[src/sparse_column_slot_store_macros.svh]
`ifndef SPARSE_COLUMN_SLOT_STORE_MACROS_SVH
`define SPARSE_COLUMN_SLOT_STORE_MACROS_SVH

// Both macros expect clk and rst_n in the enclosing scope.

// Implication in the same cycle.
`define SCCS_ASSERT_NOW(name, pre, post) \
  name: assert property (@(posedge clk) disable iff (!rst_n) (pre) |-> (post)) \
    else $error("assertion failed: same-cycle check");

// Implication into the next cycle.
`define SCCS_ASSERT_NEXT(name, pre, post) \
  name: assert property (@(posedge clk) disable iff (!rst_n) (pre) |=> (post)) \
    else $error("assertion failed: next-cycle check");

`endif

[src/sccs_pkg.sv]
`default_nettype none

package sccs_pkg;

  localparam int ROW_W      = 12;
  localparam int COL_W      = 6;
  localparam int WORD_W     = 64;
  localparam int STATUS_W   = 2;
  localparam int ROWS_CFG_W = 13;
  localparam int COLS_CFG_W = 7;
  localparam int CFG_DATA_W = 13;
  localparam int CFG_IDX_W  = 1;

  localparam logic OP_READ  = 1'b0;
  localparam logic OP_WRITE = 1'b1;

  localparam logic [STATUS_W-1:0] ST_OK     = 2'd0;
  localparam logic [STATUS_W-1:0] ST_BOUNDS = 2'd1;
  localparam logic [STATUS_W-1:0] ST_FULL   = 2'd2;

  localparam logic [CFG_IDX_W-1:0] CFG_ROWS_IN_USE = 1'b0;
  localparam logic [CFG_IDX_W-1:0] CFG_COLS_IN_USE = 1'b1;

  typedef enum logic [1:0] {
    S_CLEAR,
    S_IDLE,
    S_LOOK
  } state_t;

  // Outcome of one column update, handed from the slot logic to the top level.
  typedef struct packed {
    logic                write_back;
    logic [STATUS_W-1:0] status;
  } upd_res_t;

endpackage

`default_nettype wire

[src/sccs_col_update.sv]
`default_nettype none

module sccs_col_update #(
  parameter int SLOTS_PER_COL = 8
) (
  input  wire logic                                  operation,
  input  wire logic [sccs_pkg::ROW_W-1:0]            row_index,
  input  wire logic [sccs_pkg::WORD_W-1:0]           write_word,
  input  wire logic [SLOTS_PER_COL*(1+sccs_pkg::ROW_W+sccs_pkg::WORD_W)-1:0] line_i,
  output logic      [SLOTS_PER_COL*(1+sccs_pkg::ROW_W+sccs_pkg::WORD_W)-1:0] line_o,
  output logic      [sccs_pkg::WORD_W-1:0]           read_word,
  output sccs_pkg::upd_res_t                         res
);

  typedef struct packed {
    logic [SLOTS_PER_COL-1:0]                        valid;
    logic [SLOTS_PER_COL-1:0][sccs_pkg::ROW_W-1:0]   row;
    logic [SLOTS_PER_COL-1:0][sccs_pkg::WORD_W-1:0]  word;
  } line_t;

  line_t                       cur;
  line_t                       nxt;
  logic [SLOTS_PER_COL-1:0]    hit;
  logic [SLOTS_PER_COL-1:0]    hit_oh;
  logic [SLOTS_PER_COL-1:0]    empty_oh;
  logic [sccs_pkg::WORD_W-1:0] hit_word;
  logic                        nonzero;

  assign cur = line_i;

  // Everything except the sign bit must be zero for a delete.
  assign nonzero = |write_word[sccs_pkg::WORD_W-2:0];

  always_comb begin
    for (int k = 0; k < SLOTS_PER_COL; k++) begin
      hit[k] = cur.valid[k] && (cur.row[k] == row_index);
    end
  end

  // Lowest matching slot and lowest empty slot, both as one-hot vectors.
  assign hit_oh   = hit & (~hit + SLOTS_PER_COL'(1));
  assign empty_oh = ~cur.valid & (cur.valid + SLOTS_PER_COL'(1));

  always_comb begin
    hit_word = '0;
    for (int k = 0; k < SLOTS_PER_COL; k++) begin
      hit_word = hit_word | (cur.word[k] & {sccs_pkg::WORD_W{hit_oh[k]}});
    end
  end

  always_comb begin
    nxt            = cur;
    res.write_back = 1'b0;
    res.status     = sccs_pkg::ST_OK;
    read_word      = (operation == sccs_pkg::OP_READ) ? hit_word : '0;
    if (operation == sccs_pkg::OP_WRITE) begin
      if (|hit) begin
        res.write_back = 1'b1;
        for (int k = 0; k < SLOTS_PER_COL; k++) begin
          if (hit_oh[k]) begin
            if (nonzero) begin
              nxt.word[k] = write_word;
            end else begin
              nxt.valid[k] = 1'b0;
            end
          end
        end
      end else if (|empty_oh) begin
        res.write_back = nonzero;
        for (int k = 0; k < SLOTS_PER_COL; k++) begin
          if (empty_oh[k]) begin
            nxt.valid[k] = 1'b1;
            nxt.row[k]   = row_index;
            nxt.word[k]  = write_word;
          end
        end
      end else begin
        res.status = sccs_pkg::ST_FULL;
      end
    end
  end

  assign line_o = nxt;

endmodule

`default_nettype wire

[config.mk]
export PLATFORM = sky130hd
export DESIGN_NAME = sccs_col_update
export DESIGN_NICKNAME = d
export VERILOG_FILES = /design/src/sparse_column_slot_store_macros.svh /design/src/sccs_pkg.sv /design/src/sccs_col_update.sv
export SDC_FILE = /design/constraint.sdc
export NUM_CORES = 2
export LEC_CHECK = 0
export BUFFER_PORTS_ARGS = -buffer_cell sky130_fd_sc_hd__buf_2
export CORE_AREA = 2 2 538 540
export DETAILED_ROUTE_END_ITERATION = 7
export DIE_AREA = 0 0 540 542
export GPL_ROUTABILITY_DRIVEN = 1
export GPL_TIMING_DRIVEN = 0
export PLACE_DENSITY = 0.3
export SLEW_MARGIN = 40
export SYNTH_ARGS = -nofsm -noshare
export SYNTH_HDL_FRONTEND = slang
export SYNTH_SLANG_ARGS = --single-unit
[constraint.sdc]
create_clock -name vclk -period 5.5
set_clock_uncertainty 0.1 [all_clocks]
set_input_delay 1.1 -clock vclk [all_inputs]
set_output_delay 1.1 -clock vclk [all_outputs]
set_load 0.02 [all_outputs]
==> flow_metrics.tcl <==
set metrics [dict create \
    core_area_sq_um 286900 \
    cp_common_cell "buf_6" \
    setup_viol 8 \
    vias 27447 \
    p_clk_share_pct 0 \
    min_period_ns 5.541 \
    first_iter_violations 3148 \
    maxCapViolations 0 \
    yosysSeqAreaShare_pct 0 \
    detail_route.wl_per_cell_um 46.49 \
    netlist_area_sq_um 13400 \
    maxSlewHeadroom_pct 35.67 \
    yosysUniqueCellTypes 55 \
    fin_area_sq_um 31580 \
    place_area_sq_um 26630 \
    ir_drop_mv 0.03286 \
    hp-class "input pin to primary output" \
    swShare_pct 67.63 \
    grt-ovfl-total 0 \
    clock.fmax_mhz 180.5 \
    final_antenna_net_count 0 \
    grt_max_degree 12 \
    netlist_instances 1861 \
    netSwitchingPower_w 0.001924 \
    syn_to_final_growth_pct 135.8 \
    path_delay_family "buffers and inverters" \
    pin_count 1376 \
    wl_um 332700 \
    die-area_sq_um 292700 \
    cp.required_ns 4.30 \
    cp_max_fo 6 \
    via_per_inst 3.835 \
    start_kind "input pin" \
    design.seq.count 0 \
    drive_gt1_share_pct 63.11 \
    worst-path-buf-inv 8 \
    cpPeakStageDelay_ns 0.43 \
    slew_violations 0 \
    crit_type "input pin to primary output" \
    fill_cells 33577 \
    die_h_um 542 \
    grt_pass1_vias 27570 \
    ctsHoldBuffers 0 \
    worst_pin_slew_ns 0.9650 \
    port-buffer-count 1303 \
    rows 197 \
    path_cells "buf_16 -> nor4_4 -> buf_6 -> nand4_1 -> nor4_4 -> buf_6 -> buf_6 -> nor2_4 -> a21o_1 -> buf_12 -> buf_16 -> buf_16 -> a221oi_4 -> buf_6" \
    fin_ws_ns -0.04130 \
    gp_congestion 0.9195 \
    power.leakage_nw 13.15 \
    hold_viol_final 0 \
    min_period_over_period_pct 100.8 \
    place_ws_ns -2.115 \
    violations "negative setup slack" \
    p_comb_share_pct 100.0 \
    utilization_pct 11.01 \
    synth_area_per_cell_sq_um 7.199 \
    gr-usage-all-layers_pct 21.64 \
    crit_path_end_kind "primary output" \
    floorplan.initialDensity_pct 4.669 \
    nNetsFinal 4032 \
    ff_latch_area_sq_um 0 \
    syn_nets 2554 \
    setup-tns-final_ns -0.1585 \
    critPathSlowestCell "nand4_1" \
    outcome "finished, violations left" \
    grt_pass1_wl_um 394300 \
    arrival_ns 4.34 \
    drtPass1Iterations 7 \
    yosysWarnings 0 \
    remaining_drc_errors 0 \
    rsz0062_at_grt "true" \
    antenna_found_initial 89 \
    clockBufferCount 0 \
    seqPwrFrac_pct 0 \
    p_int_w 0.0009211 \
    die_w_um 540 \
    power.density_nw_per_um2 90.08 \
    hpwl_um 290800 \
    p_total_w 0.002845 \
    multi_input_area_sq_um 13680 \
]
[worst paths after layout]
kind / cells past startpoint / endpoint / slack, ns / start
worst min-delay path: 3 / line_o[322] / 2.46 / line_i[322]
worst max-delay path: 14 / line_o[419] / -0.04 / write_word[57]
[per-stage QoR]
stage / cells / hold WS [ns]
after floorplan: 1861 / 2.285
after global placement: 6945 / 2.462
after detailed placement: 7044 / 2.452
after CTS: 7114 / 2.460
after global routing: 7136 / 2.468
final: 7157 / 2.464
[metal layers]
| metal | part of all wire [%] | up-vias | routed length, um | GRT usage [%] |
|---|---|---|---|---|
| met5 | 0.048 | - | 160 | 0 |
| li1 | - | 10688 | - | - |
| met4 | 5.8 | 18 | 19320 | 10.14 |
| met3 | 11 | 465 | 35440 | 8.374 |
| met2 | 45 | 2334 | 149100 | 35.16 |
| met1 | 39 | 13942 | 128700 | 24.84 |
[logic make-up after synthesis]
| family | count (synthesis) | synth area share [%] |
|---|---|---|
| multiplexers | 137 | 11.22 |
| AND/OR/NAND/NOR | 351 | 13.80 |
| AO/OA/AOI/OAI | 889 | 55.92 |
| other | 1 | 0.02799 |
| XOR/XNOR | 96 | 6.276 |
| buffers and inverters | 387 | 12.76 |
[Yosys cell counts, drive strengths merged (48+ instances only)]
library cell  count  area [sq um]
a221oi           62         605.6
nor3             71         360.3
a22o            439          3845
nand2            57         216.5
a221o            64         640.6
clkbuf          173         649.4
nor2             70         262.8
buf             142         789.5
inv              72         270.3
xnor2            96         840.8
a22oi            48         360.4
a222oi           62         620.6
mux2            105          1182
[power groups by stage]
stage	logic, W	clock network, W	registers, W
after floorplan	0.000983	0	0
after global placement	0.00256	0	0
final	0.00285	0.000000000581	0
after CTS	0.00282	0	0
after detailed placement	0.00260	0	0
after global routing	0.00295	0.000000000440	0
[cells in the final DEF, fill, tap and decap left out, types with 19 or more instances in the layout]
cell / n
a221oi_4: 27
xnor2_2: 33
buf_2: 1193
a21oi_1: 25
mux2_2: 95
a41oi_1: 20
a221o_1: 64
clkbuf_8: 28
buf_16: 44
a22oi_1: 48
nor4_4: 20
a22o_2: 19
inv_1: 70
clkbuf_4: 45
nand2_1: 54
mux2i_1: 32
clkbuf_2: 62
a22o_1: 386
nor2_1: 67
nor3_1: 67
nand2b_1: 34
buf_4: 193
a222oi_1: 62
nand4_1: 32
o21ai_0: 40
o22ai_1: 45
a22o_4: 34
buf_8: 28
xnor2_1: 55
diode_2: 39
a32oi_1: 33
buf_12: 39
buf_6: 121
[timing repair]
item                       4_1_cts  5_1_grt
pin swaps                      106       31
setup endpoints to repair      677      377
gates cloned                    11        2
resized for setup              840      128
setup buffers                   74        6
[cell type report]
type | count | share of cell area [%]
Antenna cell | 39 | 0.3090
Multi-Input combinational cell | 1474 | 43.33
Timing Repair Buffer | 1488 | 31.15
Inverter | 72 | 0.8676
Buffer | 303 | 9.365
Tap cell | 3781 | 14.98
Note: power is estimated with default switching activity, not from simulation.
